<file path="config.mk">
export PLATFORM = sky130hd
export DESIGN_NAME = idmt_overcurrent_trip
export DESIGN_NICKNAME = d
export VERILOG_FILES = /design/src/hdl/idmt_pkg.sv /design/src/hdl/idmt_div.sv /design/src/hdl/idmt_overcurrent_trip.sv
export SDC_FILE = /design/constraint.sdc
export NUM_CORES = 1
export LEC_CHECK = 0
export ABC_AREA = 1
export BUFFER_PORTS_ARGS = -buffer_cell sky130_fd_sc_hd__buf_4
export CORE_ASPECT_RATIO = 1.1
export CORE_MARGIN = 4
export CORE_UTILIZATION = 55
export CTS_CLUSTER_DIAMETER = 60
export DETAILED_ROUTE_END_ITERATION = 7
export PLACE_DENSITY = 0.79
export SYNTH_ARGS = -nofsm -noshare
export SYNTH_HDL_FRONTEND = slang
export SYNTH_SLANG_ARGS = --single-unit
</file>
<file path="constraint.sdc">
create_clock -name clk -period 7.2 [get_ports clk]
set_input_delay 0.72 -clock clk [delete_from_list [all_inputs] [get_ports clk]]
set_output_delay 0.72 -clock clk [all_outputs]
set_load 0.1 [all_outputs]
</file>
<file path="src/hdl/idmt_pkg.sv">
// Shared widths, codes and reset values for the overcurrent trip block.
// No dependencies; imported by the divider, the top level and the checker.
package idmt_pkg;

  localparam int CUR_W   = 17;
  localparam int PICK_W  = 17;
  localparam int CURVE_W = 16;
  localparam int TIME_W  = 32;
  localparam int STAT_W  = 2;

  // Trip time numerator is curve * pickup, exact
  localparam int NUM_W = CURVE_W + PICK_W;
  localparam int DEN_W = CUR_W;
  localparam int CNT_W = $clog2(NUM_W + 1);

  localparam int CFG_ADDR_W = 1;
  localparam int CFG_DATA_W = 17;
  localparam int IN_TDATA_W  = 56;
  localparam int IN_TUSER_W  = 2;
  localparam int OUT_TDATA_W = 40;

  localparam logic [CFG_ADDR_W-1:0] REG_PICKUP = 1'b0;
  localparam logic [CFG_ADDR_W-1:0] REG_CURVE  = 1'b1;

  localparam logic [PICK_W-1:0]  PICKUP_RST = 17'd2000;
  localparam logic [CURVE_W-1:0] CURVE_RST  = 16'd675;

  localparam logic [STAT_W-1:0] ST_NORMAL  = 2'd0;
  localparam logic [STAT_W-1:0] ST_TIMING  = 2'd1;
  localparam logic [STAT_W-1:0] ST_TRIPPED = 2'd2;
  localparam logic [STAT_W-1:0] ST_SENSOR  = 2'd3;

  typedef struct packed {
    logic               start;
    logic [CURVE_W-1:0] curve;
    logic [PICK_W-1:0]  pick;
    logic [DEN_W-1:0]   den;
  } div_req_t;

endpackage

</file>
<file path="src/hdl/idmt_div.sv">
// Restoring divider: forms curve * pickup, then divides by the excess
// current one quotient bit per cycle. Depends on idmt_pkg.
module idmt_div (
  input  logic                       clk,
  input  logic                       rst_n,
  input  idmt_pkg::div_req_t         req,
  output logic                       done,
  output logic [idmt_pkg::TIME_W-1:0] quo
);
  import idmt_pkg::*;

  logic [NUM_W-1:0] work_r;
  logic [DEN_W:0]   rem_r;
  logic [DEN_W-1:0] den_r;
  logic [CNT_W-1:0] cnt_r;
  logic             busy_r;
  logic             done_r;

  logic [NUM_W-1:0] prod;
  logic [DEN_W:0]   rem_sh;
  logic [DEN_W:0]   diff;
  logic             ge;

  assign prod   = NUM_W'(req.curve) * NUM_W'(req.pick);
  assign rem_sh = {rem_r[DEN_W-1:0], work_r[NUM_W-1]};
  assign ge     = rem_sh >= {1'b0, den_r};
  assign diff   = rem_sh - {1'b0, den_r};

  always_ff @(posedge clk) begin
    if (!rst_n) begin
      busy_r <= 1'b0;
      done_r <= 1'b0;
      cnt_r  <= '0;
    end else begin
      done_r <= 1'b0;
      if (req.start) begin
        busy_r <= 1'b1;
        cnt_r  <= CNT_W'(NUM_W);
      end else if (busy_r) begin
        cnt_r <= cnt_r - 1'b1;
        if (cnt_r == CNT_W'(1)) begin
          busy_r <= 1'b0;
          done_r <= 1'b1;
        end
      end
    end
  end

  // Numerator shifts out the top while quotient bits shift in below
  always_ff @(posedge clk) begin
    if (req.start) begin
      work_r <= prod;
      rem_r  <= '0;
      den_r  <= req.den;
    end else if (busy_r) begin
      work_r <= {work_r[NUM_W-2:0], ge};
      rem_r  <= ge ? diff : rem_sh;
    end
  end

  assign done = done_r;
  // Saturate a 33-bit quotient to 32 bits
  assign quo  = work_r[NUM_W-1] ? {TIME_W{1'b1}} : work_r[TIME_W-1:0];

endmodule

</file>
<file path="src/hdl/idmt_overcurrent_trip.sv">
// IDMT overcurrent trip (IEC very inverse, alpha 1), top level; uses idmt_pkg, idmt_div.
// A sample above pickup passes load, compare and the 33-step divider loop before its
// result is registered; every other sample skips the divider.
// Only one sample is taken at a time; in_tready is
// low while a sample is in work. Synchronous active-low reset clears trip latch,
// fault timer and output valid, and loads pickup 2000 mA and curve 675 ms.
module idmt_overcurrent_trip (
  input  logic                                clk,
  input  logic                                rst_n,
  // Configuration write port
  input  logic                                cfg_we,
  input  logic [idmt_pkg::CFG_ADDR_W-1:0]     cfg_addr,
  input  logic [idmt_pkg::CFG_DATA_W-1:0]     cfg_wdata,
  // Sample stream
  input  logic                                in_tvalid,
  output logic                                in_tready,
  // [16:0] current_ma, [48:17] time_ms, [55:49] zero
  input  logic [idmt_pkg::IN_TDATA_W-1:0]     in_tdata,
  // [0] sample_valid, [1] reset_pressed
  input  logic [idmt_pkg::IN_TUSER_W-1:0]     in_tuser,
  // Result stream
  output logic                                out_tvalid,
  input  logic                                out_tready,
  // [31:0] trip_time_ms, [32] relay_open, [39:33] zero
  output logic [idmt_pkg::OUT_TDATA_W-1:0]    out_tdata,
  // [1:0] status
  output logic [idmt_pkg::STAT_W-1:0]         out_tuser
);
  import idmt_pkg::*;

  // Sequencer states
  localparam logic [1:0] S_IDLE = 2'd0;
  localparam logic [1:0] S_EVAL = 2'd1;
  localparam logic [1:0] S_DIV  = 2'd2;
  localparam logic [1:0] S_FIN  = 2'd3;

  // What the finishing step has to report
  localparam logic [1:0] K_BLOCK  = 2'd0;
  localparam logic [1:0] K_SENSOR = 2'd1;
  localparam logic [1:0] K_NORMAL = 2'd2;
  localparam logic [1:0] K_FAULT  = 2'd3;

  logic [1:0]         state_r, state_nxt;
  logic [1:0]         kind_r, kind_nxt;
  logic               trip_r, trip_nxt;
  logic               fault_r, fault_nxt;
  logic [TIME_W-1:0]  start_r, start_nxt;

  logic [PICK_W-1:0]  pickup_r;
  logic [CURVE_W-1:0] curve_r;

  // Captured sample
  logic [CUR_W-1:0]   cur_r;
  logic               valid_r;
  logic               rstp_r;
  logic [TIME_W-1:0]  now_r;

  logic               out_valid_r, out_valid_nxt;
  logic [STAT_W-1:0]  out_status_r, out_status_nxt;
  logic [TIME_W-1:0]  out_time_r, out_time_nxt;
  logic               out_open_r, out_open_nxt;

  logic               in_beat;
  logic               unlatch;
  logic               fault_eff;
  logic [TIME_W-1:0]  elapsed;
  div_req_t           div_req;
  logic               div_done;
  logic [TIME_W-1:0]  div_quo;

  assign in_tready = (state_r == S_IDLE);
  assign in_beat   = in_tvalid && in_tready;

  // A reset press only matters while the trip is latched
  assign unlatch   = trip_r && rstp_r;
  assign fault_eff = fault_r && !unlatch;
  // Elapsed fault time wraps modulo 2^32
  assign elapsed   = now_r - start_r;

  idmt_div u_div (
    .clk  (clk),
    .rst_n(rst_n),
    .req  (div_req),
    .done (div_done),
    .quo  (div_quo)
  );

  always_comb begin
    state_nxt      = state_r;
    kind_nxt       = kind_r;
    trip_nxt       = trip_r;
    fault_nxt      = fault_r;
    start_nxt      = start_r;
    out_valid_nxt  = out_valid_r;
    out_status_nxt = out_status_r;
    out_time_nxt   = out_time_r;
    out_open_nxt   = out_open_r;

    div_req.start = 1'b0;
    div_req.curve = curve_r;
    div_req.pick  = pickup_r;
    div_req.den   = cur_r - pickup_r;

    // Drop a result once the sink takes it
    if (out_valid_r && out_tready) begin
      out_valid_nxt = 1'b0;
    end

    case (state_r)
      S_IDLE: begin
        if (in_beat) begin
          state_nxt = S_EVAL;
        end
      end
      S_EVAL: begin
        if (unlatch) begin
          trip_nxt  = 1'b0;
          fault_nxt = 1'b0;
        end
        if (trip_r && !rstp_r) begin
          kind_nxt  = K_BLOCK;
          state_nxt = S_FIN;
        end else if (!valid_r) begin
          // Hold the fault timer across a bad reading
          kind_nxt  = K_SENSOR;
          state_nxt = S_FIN;
        end else if (cur_r > pickup_r) begin
          fault_nxt = 1'b1;
          if (!fault_eff) begin
            start_nxt = now_r;
          end
          div_req.start = 1'b1;
          kind_nxt      = K_FAULT;
          state_nxt     = S_DIV;
        end else begin
          fault_nxt = 1'b0;
          kind_nxt  = K_NORMAL;
          state_nxt = S_FIN;
        end
      end
      S_DIV: begin
        if (div_done) begin
          state_nxt = S_FIN;
        end
      end
      S_FIN: begin
        // Wait for the output register to free up
        if (!out_valid_r || out_tready) begin
          out_valid_nxt = 1'b1;
          state_nxt     = S_IDLE;
          case (kind_r)
            K_BLOCK: begin
              out_status_nxt = ST_TRIPPED;
              out_time_nxt   = '0;
              out_open_nxt   = 1'b1;
            end
            K_SENSOR: begin
              out_status_nxt = ST_SENSOR;
              out_time_nxt   = '0;
              out_open_nxt   = 1'b0;
            end
            K_FAULT: begin
              out_time_nxt = div_quo;
              if (elapsed >= div_quo) begin
                trip_nxt       = 1'b1;
                out_status_nxt = ST_TRIPPED;
                out_open_nxt   = 1'b1;
              end else begin
                out_status_nxt = ST_TIMING;
                out_open_nxt   = 1'b0;
              end
            end
            default: begin
              out_status_nxt = ST_NORMAL;
              out_time_nxt   = '0;
              out_open_nxt   = 1'b0;
            end
          endcase
        end
      end
      default: begin
        state_nxt = S_IDLE;
      end
    endcase
  end

  always_ff @(posedge clk) begin
    if (!rst_n) begin
      state_r     <= S_IDLE;
      trip_r      <= 1'b0;
      fault_r     <= 1'b0;
      start_r     <= '0;
      out_valid_r <= 1'b0;
    end else begin
      state_r     <= state_nxt;
      trip_r      <= trip_nxt;
      fault_r     <= fault_nxt;
      start_r     <= start_nxt;
      out_valid_r <= out_valid_nxt;
    end
  end

  // Settings: the user must write them only while idle; the block itself does not enforce it
  always_ff @(posedge clk) begin
    if (!rst_n) begin
      pickup_r <= PICKUP_RST;
      curve_r  <= CURVE_RST;
    end else if (cfg_we) begin
      case (cfg_addr)
        REG_PICKUP: pickup_r <= cfg_wdata[PICK_W-1:0];
        REG_CURVE:  curve_r  <= cfg_wdata[CURVE_W-1:0];
        default:    ;
      endcase
    end
  end

  // Payload registers: capture on the input beat, hold otherwise
  always_ff @(posedge clk) begin
    if (in_beat) begin
      cur_r   <= in_tdata[CUR_W-1:0];
      now_r   <= in_tdata[CUR_W+TIME_W-1:CUR_W];
      valid_r <= in_tuser[0];
      rstp_r  <= in_tuser[1];
    end
    kind_r       <= kind_nxt;
    out_status_r <= out_status_nxt;
    out_time_r   <= out_time_nxt;
    out_open_r   <= out_open_nxt;
  end

  assign out_tvalid = out_valid_r;
  assign out_tdata  = {{(OUT_TDATA_W-TIME_W-1){1'b0}}, out_open_r, out_time_r};
  assign out_tuser  = out_status_r;

endmodule

</file>
==> impl_metrics.tcl, run 1 <==
set metrics [dict create \
    yosysSeqAreaShare_pct 26.5 \
    grt_pass1_vias 19200 \
    worst_setup_path_end_kind "flip-flop" \
    final-hold-violation-count 0 \
    cts.htree.levels 1 \
    grt_setup_unrepaired "no" \
    ys.flop_type "edfxtp_1" \
    cts_hold_buf 0 \
    wire_per_inst_um 15.9 \
    critPathMaxFanout 17 \
    setup_viol 0 \
    drive_gt1_share_pct 6.32 \
    stdcell_count 3584 \
    area_growth_pct 9.08 \
    synth-compound-area-share_pct 7.50 \
    clk_latency_ns 0.55 \
    clock-sinks 233 \
    start_util_pct 55.5 \
    grt.total_usage_pct 25.4 \
    hp-class "input pin to flip-flop" \
    numPlacedInstances 3536 \
    cts_resized 0 \
    die_x_um 202 \
    n_fill_cell 3566 \
    holdCritStartpoint "in_tdata[34]" \
    fin_nets 3508 \
    path_buf_inv 3 \
    hpwl_um 45400 \
    root_buffer "clkbuf_16" \
    fin_crit_ns 6.33 \
    drt_iter0_drc 1275 \
    postCtsSetupRepairBufs 0 \
    grt_pass1_wl_um 94500 \
    period_share_pct 87.9 \
    tns_ns 0 \
    critical_path.startpoint "pickup_r[7]" \
    globalplace.congestion 0.949 \
    detail_route.vias_per_cell 5.25 \
    syn_inst 2952 \
    critPathKind "flip-flop to flip-flop" \
    synthArstFlopShare_pct 0 \
    netlist_area_sq_mm 0.0228 \
    p_leak_nw 12.9 \
    relSlewSlack_pct 21.8 \
    grt_overflow 0 \
    yosys_warnings 0 \
    numPortBuffers 110 \
    drtAntennaViolNets 0 \
    design.die.area_sq_mm 0.0448 \
    die_y_um 222 \
    dr.pass1.iters 5 \
    tightest_slew_ns 1.17 \
    critPathTopFamily "adder cells" \
    drc 0 \
    cp_slowest_cell "dfxtp_1" \
    num_rows 78 \
    synth_top_family_by_area "adder cells" \
    clk_pin_slew_worst_paths_ns 0.06 \
    crit_top_cell "fa_1" \
    synth.avg_cell_area_sq_um 7.73 \
    antenna_found_initial 0 \
    cpPeakStageDelay_ns 0.92 \
    cp.arrival_ns 6.64 \
    core_sq_mm 0.0411 \
    synthXorXnorAreaFrac_pct 2.76 \
    clock_path_buffers 3 \
    synth_edf_count 138 \
    ioPinCount 125 \
    cts_tree "yes" \
    powerDensity_mw_per_mm2 404 \
    grt_max_degree 70 \
    cp-start-kind "flip-flop" \
    ys_seq_elements 233 \
    path_cells "nand2_1 > fa_1 > inv_1 > fa_1 > fa_1 > fa_1 > fa_1 > inv_1 > fa_1 > inv_1 > ha_1 > a21oi_1 > o21ai_0 > a21oi_1 > nand3_1 > or2_2 > nand3_1 > nand2_1" \
    synth_fa_ha_area_share_pct 30.1 \
    final_max_slew_viol_count 0 \
    drv_cap 0 \
    ys_types 44 \
    synthSimpleGateAreaFrac_pct 20.6 \
    antenna_cells 0 \
    wl_um 57000 \
    cts_buffers 26 \
    required_ns 7.51 \
    finalClockSkew_ns 0.0273 \
    timing.rr.start "pickup_r[7]" \
    synth_mux_area_share_pct 0 \
    status "completed" \
    max_freq_mhz 158 \
    vias 18800 \
    ir_drop_mv 0.362 \
]
-- cells in the mapped netlist, types with 4 or more instances --
cell      number  area share (%)
a21oi_1      149             3.3
xnor2_1       39             1.5
dfxtp_1       95             8.3
edfxtp_1     138              18
fa_1         211              19
o21ai_0      103             2.3
o21bai_1      15            0.49
a21o_1         8            0.26
o21a_1         5            0.16
buf_6         10            0.49
a21boi_0       7            0.23
nand2_1      732              12
buf_4         13            0.43
ha_1         212              12
nand4_1       19            0.52
nor2_1       321             5.3
nand3b_1       5            0.16
o21ai_1        6            0.13
clkbuf_1      83             1.4
inv_1        613              10
a31oi_1        6            0.16
buf_1          4           0.066
nor3_1        12            0.26
nand3_1       74             1.6
xor2_1        33             1.3
o211ai_1       8            0.26
-- worst paths after layout --
check	endpoint	slack, ns	cells past startpoint
hold / removal	now_r[17]	0.34	1
setup reg to reg	u_div.work_r[24]	0.87	18
setup / recovery	u_div.work_r[24]	0.87	18
hold reg to reg	u_div.rem_r[16]	0.47	2
-- cells in the final DEF, fill, tap and decap left out, drive strengths merged --
cell type	synthesis	final
a21boi	7	7
a21o	8	8
a21oi	149	149
a221oi	1	1
a31oi	6	6
and2	2	2
and3	1	1
buf	30	131
bufinv	0	2
clkbuf	83	33
clkinv	0	8
clkinvlp	0	1
conb	1	7
dfxtp	95	95
edfxtp	138	138
fa	211	211
ha	212	212
inv	615	619
nand2	735	735
nand3	75	75
nand3b	5	5
nand4	21	21
nor2	323	323
nor2b	1	1
nor3	12	12
nor4	3	3
o2111ai	2	2
o211ai	8	8
o21a	5	5
o21ai	109	109
o21bai	15	15
o221ai	3	3
o22ai	1	1
or2	3	3
xnor2	39	39
xor2	33	33
-- worst register-to-register path: stages (launching register included) --
cell,delay [ns]
dfxtp_1,0.92
nand2_1,0.18
fa_1,0.57
inv_1,0.05
fa_1,0.46
fa_1,0.54
fa_1,0.53
fa_1,0.56
inv_1,0.06
fa_1,0.60
inv_1,0.06
ha_1,0.36
a21oi_1,0.26
o21ai_0,0.19
a21oi_1,0.23
nand3_1,0.12
or2_2,0.28
nand3_1,0.07
nand2_1,0.06
-- kinds of logic (layout without fill, tap and decap cells) --
logic type / count (synthesis) / after routing
AOI/OAI and AO/OA: 314 / 314
xor gates and xnor gates: 72 / 72
adders and majority gates: 423 / 423
buffers and inverters: 728 / 794
DFF: 233 / 233
other: 1 / 7
and+or+nand+nor: 1181 / 1181
-- layout make-up --
class / instances / area [sq um] / share of cell area, %
Clock buffer: 33 / 749 / 3.01
Sequential cell: 233 / 6050 / 24.3
Inverter: 615 / 2310 / 9.27
Timing Repair Buffer: 131 / 983 / 3.95
Clock inverter: 15 / 156 / 0.628
Multi-Input combinational cell: 1997 / 13900 / 56.0
Tap cell: 560 / 701 / 2.82
-- sequential cells by signal, indices dropped and copies added, names as in the netlist, 2 cells and up --
name	flops
cur_r	17
curve_r	16
kind_r	2
now_r	32
out_time_r	32
out_tuser	2
pickup_r	17
start_r	32
state_r	2
u_div.cnt_r	6
u_div.den_r	17
u_div.rem_r	17
u_div.work_r	33
-- metrics by stage --
stage	power [mW]	util (%)	hold slack [ns]	setup slack, ns	cell area [sq um]
2_1_floorplan	6.90	-	0.443	1.53	22800
3_5_place_dp	8.65	58.4	0.466	0.909	24000
4_1_cts	10.1	60.6	0.306	0.913	24900
3_3_place_gp	8.52	58.4	0.458	0.947	24000
6_report	10.1	60.6	0.340	0.873	24900
5_1_grt	11.0	60.6	0.312	0.630	24900
-- power breakdown --
group	internal [mW]	total [mW]	switching, mW
logic	2.35	6.72	4.37
clock network	0.818	1.39	0.572
registers	1.76	1.95	0.190
total	4.93	10.1	5.13
-- per-layer routing --
metal  part of all wire [%]  vias up  global-route usage [%]
li1                       -     9127                       -
met1                     42     8963                    33.4
met2                     48      575                    43.0
met3                    5.8      142                    3.28
met4                    4.1        0                    9.99
met5                      0        -                       0
(Power assumes the default switching activity.)
==> run 2: changes to the inputs <==
- MAX_ROUTING_LAYER: unset -> met4
==> run 2 against run 1 <==
- non-clock buffer count grew 2
- routed wire length increased by 0.38%
- clock-buffer cell count is 4 higher
- largest cell class unchanged
==> impl_metrics.tcl, run 2 (same netlist as run 1, synthesis figures left out) <==
set metrics [dict create \
    cts.htree.levels 1 \
    start_util_pct 55.5 \
    drive_gt1_share_pct 6.31 \
    ir_drop_mv 0.432 \
    r2r_setup_slack_ns 0.87 \
    clock-sinks 233 \
    critPathMaxFanout 18 \
    cts_buffers 27 \
    wire_per_inst_um 16.0 \
    clk_pin_slew_worst_paths_ns 0.06 \
    status "completed" \
    globalplace.congestion 0.939 \
    num_rows 78 \
    vias 18800 \
    tns_ns 0 \
    ioPinCount 125 \
    critPathKind "flip-flop to flip-flop" \
    antenna_found_initial 0 \
    clock_path_buffers 3 \
    grt_pass1_wl_um 95100 \
    numPortBuffers 110 \
    cp-start-kind "flip-flop" \
    p_leak_nw 13.0 \
    design.die.area_sq_mm 0.0448 \
    postCtsSetupRepairBufs 0 \
    finalClockSkew_ns 0.0108 \
    final_util_pct 60.7 \
    clk_latency_ns 0.54 \
    final_cell_mix "732 x nand2_1, 612 x inv_1, 321 x nor2_1" \
    cpPeakStageDelay_ns 0.91 \
    detail_route.vias_per_cell 5.25 \
    core_sq_mm 0.0411 \
    hpwl_um 45700 \
    cts_resized 0 \
    path_cells "nand2_1 > fa_1 > inv_1 > fa_1 > fa_1 > fa_1 > fa_1 > inv_1 > fa_1 > inv_1 > ha_1 > a21oi_1 > o21ai_0 > a21oi_1 > nand3_1 > or2_2 > nand3_1 > nand2_1" \
    die_x_um 202 \
    drt_iter0_drc 1263 \
    drc 0 \
    root_buffer "clkbuf_16" \
    final-hold-violation-count 0 \
    fin_crit_ns 6.33 \
    period_share_pct 87.9 \
    powerDensity_mw_per_mm2 409 \
    drv_cap 0 \
    fin_nets 3511 \
    required_ns 7.49 \
    cp.arrival_ns 6.62 \
    antenna_cells 0 \
    grt_setup_unrepaired "no" \
    area_growth_pct 9.24 \
    grt_pass1_vias 19100 \
    grt.total_usage_pct 26.4 \
    drtAntennaViolNets 0 \
    cts_tree "yes" \
    setup_viol 0 \
    final_max_slew_viol_count 0 \
    cp_slowest_cell "dfxtp_1" \
    mostFrequentLayoutCell "nand2_1" \
    top_register "u_div.work_r" \
    tightest_slew_ns 1.23 \
    max_freq_mhz 158 \
    worst_setup_path_end_kind "flip-flop" \
    hp-class "input pin to flip-flop" \
    crit_top_cell "fa_1" \
    cts_hold_buf 0 \
    largest_reg_flops 33 \
    grt_max_degree 70 \
    grt_overflow 0 \
    relSlewSlack_pct 17.7 \
    wl_um 57300 \
    dr.pass1.iters 5 \
    die_y_um 222 \
]
## run 2: changes by cell type in the layout (fill, tap and decap cells not counted)
cell / delta
buf_4: +2
clkbuf_1: +2
clkbuf_16: +1
clkbuf_8: +1
clkinv_4: -4
clkinv_8: +1
inv_6: -2
inv_8: +1
## run 2: metrics by stage
step | instances | total power, mW | hold slack [ns] | instance area, sq um | setup slack [ns]
final | 3586 | 10.2 | 0.350 | 24900 | 0.873
after global routing | 3586 | 11.2 | 0.324 | 24900 | 0.487
after CTS | 3586 | 10.2 | 0.326 | 24900 | 0.849
after detailed placement | 3538 | 8.76 | 0.465 | 24000 | 0.843
after global placement | 3538 | 8.62 | 0.457 | 24000 | 0.908
after floorplan | 2958 | 6.90 | 0.443 | 22800 | 1.53
## run 2: worst paths after layout
| check | endpoint | startpoint | cells after the start |
|---|---|---|---|
| min | now_r[14] | in_tdata[31] | 1 |
| max | u_div.work_r[24] | curve_r[10] | 18 |
| min reg2reg | u_div.rem_r[3] | u_div.rem_r[3] | 2 |
| max reg2reg | u_div.work_r[24] | curve_r[10] | 18 |
## run 2: area by class of cell
cell class	instances	area (sq um)
fill	3567	16200
multi-input combinational	1997	13900
sequential	233	6050
inverter	615	2310
timing repair buffer	133	998
clock buffer	37	796
tap	560	701
clock inverter	11	131
## run 2: power breakdown
group | total [mW] | switching, mW | internal (mW)
clock network | 1.41 | 0.564 | 0.850
registers | 1.95 | 0.186 | 1.76
logic | 6.83 | 4.46 | 2.37
## run 2: worst max-delay path, delay by kind of cell (launching register included)
family | cells | cell delay [ns]
AO/OA/AOI/OAI | 3 | 0.72
flip-flops | 1 | 0.91
buffers and inverters | 3 | 0.15
adder cells (fa/ha/maj) | 7 | 3.57
AND/OR/NAND/NOR | 5 | 0.70
## run 2: metal layers
layer	GRT usage, %	up-vias	wire [um]
li1	-	9136	-
met1	34.7	8957	24700
met2	43.2	595	27600
met3	2.47	131	2950
met4	9.11	0	2040
met5	-	-	0
==> run 3: changes to the inputs <==
- BUFFER_PORTS_ARGS: -buffer_cell sky130_fd_sc_hd__buf_4 -> unset
- DONT_BUFFER_PORTS: unset -> 1
- PLACE_DENSITY: 0.79 -> 0.76
- SLEW_MARGIN: unset -> 30
==> run 3 against run 2 <==
- fmax shrank 1.4%
- clock skew grew 0.00087 ns
- cell area shrank 3.5%
- die area is the same
- power shrank 2.6%
==> impl_metrics.tcl, run 3 (same netlist as run 1, synthesis figures left out) <==
set metrics [dict create \
    final_max_slew_viol_count 0 \
    postCtsSetupRepairBufs 0 \
    placed_cell_area_sq_mm 0.0232 \
    p_leak_nw 12.4 \
    status "completed" \
    fin_crit_ns 6.41 \
    drc 0 \
    largest_reg_flops 33 \
    hp-class "input pin to flip-flop" \
    wl_um 56000 \
    grt_pass1_wl_um 91800 \
    drtAntennaViolNets 0 \
    clock-sinks 233 \
    core_sq_mm 0.0411 \
    multi_input_comb_area_sq_mm 0.0139 \
    design.die.area_sq_mm 0.0448 \
    setup_viol 0 \
    worst_setup_path_end_kind "flip-flop" \
    cts_tree "yes" \
    mostFrequentLayoutCell "nand2_1" \
    final-hold-violation-count 0 \
    drive_gt1_share_pct 3.01 \
    tightest_slew_ns 0.978 \
    hpwl_um 44900 \
    globalplace.congestion 0.924 \
    dr.pass1.iters 7 \
    wire_per_inst_um 16.1 \
    clk_pin_slew_worst_paths_ns 0.07 \
    cts_hold_buf 0 \
    vias 18400 \
    required_ns 7.50 \
    fin_area_sq_mm 0.0241 \
    start_util_pct 55.5 \
    tns_ns 0 \
    die_y_um 222 \
    clk_latency_ns 0.54 \
    num_rows 78 \
    period_share_pct 89.1 \
    seq_power_share_pct 21.6 \
    root_buffer "clkbuf_16" \
    p_int_mw 4.81 \
    detail_route.vias_per_cell 5.29 \
    pwr-share-comb_pct 64.9 \
    n_fill_cell 3761 \
    grt.total_usage_pct 25.5 \
    grt_setup_unrepaired "no" \
    relSlewSlack_pct 35.0 \
    holdWs_ns 0.265 \
    finalClockSkew_ns 0.0116 \
    grt_overflow 0 \
    critPathMaxFanout 17 \
    numPortBuffers 0 \
    cts_buffers 27 \
    grt_pass1_vias 18500 \
    ioPinCount 125 \
    register_area_sq_mm 0.00605 \
    swShare_pct 51.5 \
    powerDensity_mw_per_mm2 413 \
    cp-start-kind "flip-flop" \
    cp.arrival_ns 6.71 \
    area_growth_pct 5.46 \
    max_freq_mhz 156 \
    clkPwrFrac_pct 13.5 \
    p_sw_mw 5.11 \
    cts_resized 0 \
    critPathKind "flip-flop to flip-flop" \
    ir_drop_mv 0.391 \
    top_register "u_div.work_r" \
    final_cell_mix "732 x nand2_1, 611 x inv_1, 321 x nor2_1" \
    drt_iter0_drc 1252 \
    fin_nets 3403 \
    die_x_um 202 \
    antenna_cells 0 \
    clock_path_buffers 3 \
    antenna_found_initial 0 \
    cts.htree.levels 1 \
    grt_max_degree 70 \
    drv_cap 0 \
]
run 3: final cells by class:
| cell class | instances | share of cell area, % |
|---|---|---|
| clock inverters | 16 | 0.447 |
| multi-input cells | 1997 | 58.0 |
| repair buffers | 25 | 0.780 |
| flip-flops and latches | 233 | 25.1 |
| clock buffers | 33 | 3.17 |
| well taps | 560 | 2.91 |
| inverters | 615 | 9.60 |
run 3: worst max-delay path, cell delays in order (launching register included):
cell and delay, ns:
dfxtp_1 0.91, nand2_1 0.21, fa_1 0.58, inv_1 0.05
fa_1 0.46, fa_1 0.55, fa_1 0.54, fa_1 0.56
inv_1 0.07, fa_1 0.58, inv_1 0.06, ha_1 0.36
a21oi_1 0.26, o21ai_0 0.19, a21oi_1 0.24, nand3_1 0.12
or2_2 0.28, nand3_1 0.08, nand2_1 0.06
run 3: metrics by stage:
step | setup slack [ns] | power [mW] | utilization, % | cells
2_1_floorplan | 1.53 | 6.90 | - | 2958
3_3_place_gp | 0.895 | 8.45 | 56.4 | 3430
3_5_place_dp | 0.792 | 8.58 | 56.4 | 3430
4_1_cts | 0.772 | 9.97 | 58.6 | 3479
5_1_grt | 0.585 | 10.9 | 58.6 | 3479
6_report | 0.785 | 9.93 | 58.6 | 3479
run 3: final timing paths:
path	start	end	slack, ns	cells past startpoint
max	pickup_r[7]	u_div.work_r[24]	0.79	18
min	in_tdata[32]	now_r[15]	0.27	0
max reg2reg	pickup_r[7]	u_div.work_r[24]	0.79	18
min reg2reg	u_div.rem_r[10]	u_div.rem_r[10]	0.47	2
run 3: power by group through the flow:
stage                     clock network [mW]  registers, mW  logic (mW)
after floorplan                            0           2.05        4.84
after global placement                     0           2.15        6.30
after detailed placement                   0           2.16        6.43
after CTS                               1.37           2.14        6.47
after global routing                    1.43           2.16        7.33
final                                   1.34           2.14        6.44
run 3: routing by layer:
metal  vias up  routed length [um]  GRT usage (%)
met5         -                   0              -
met3       107                2780           2.06
met1      8830               24000           33.1
li1       8914                   -              -
met2       556               27500           42.9
met4         0                1740           7.75
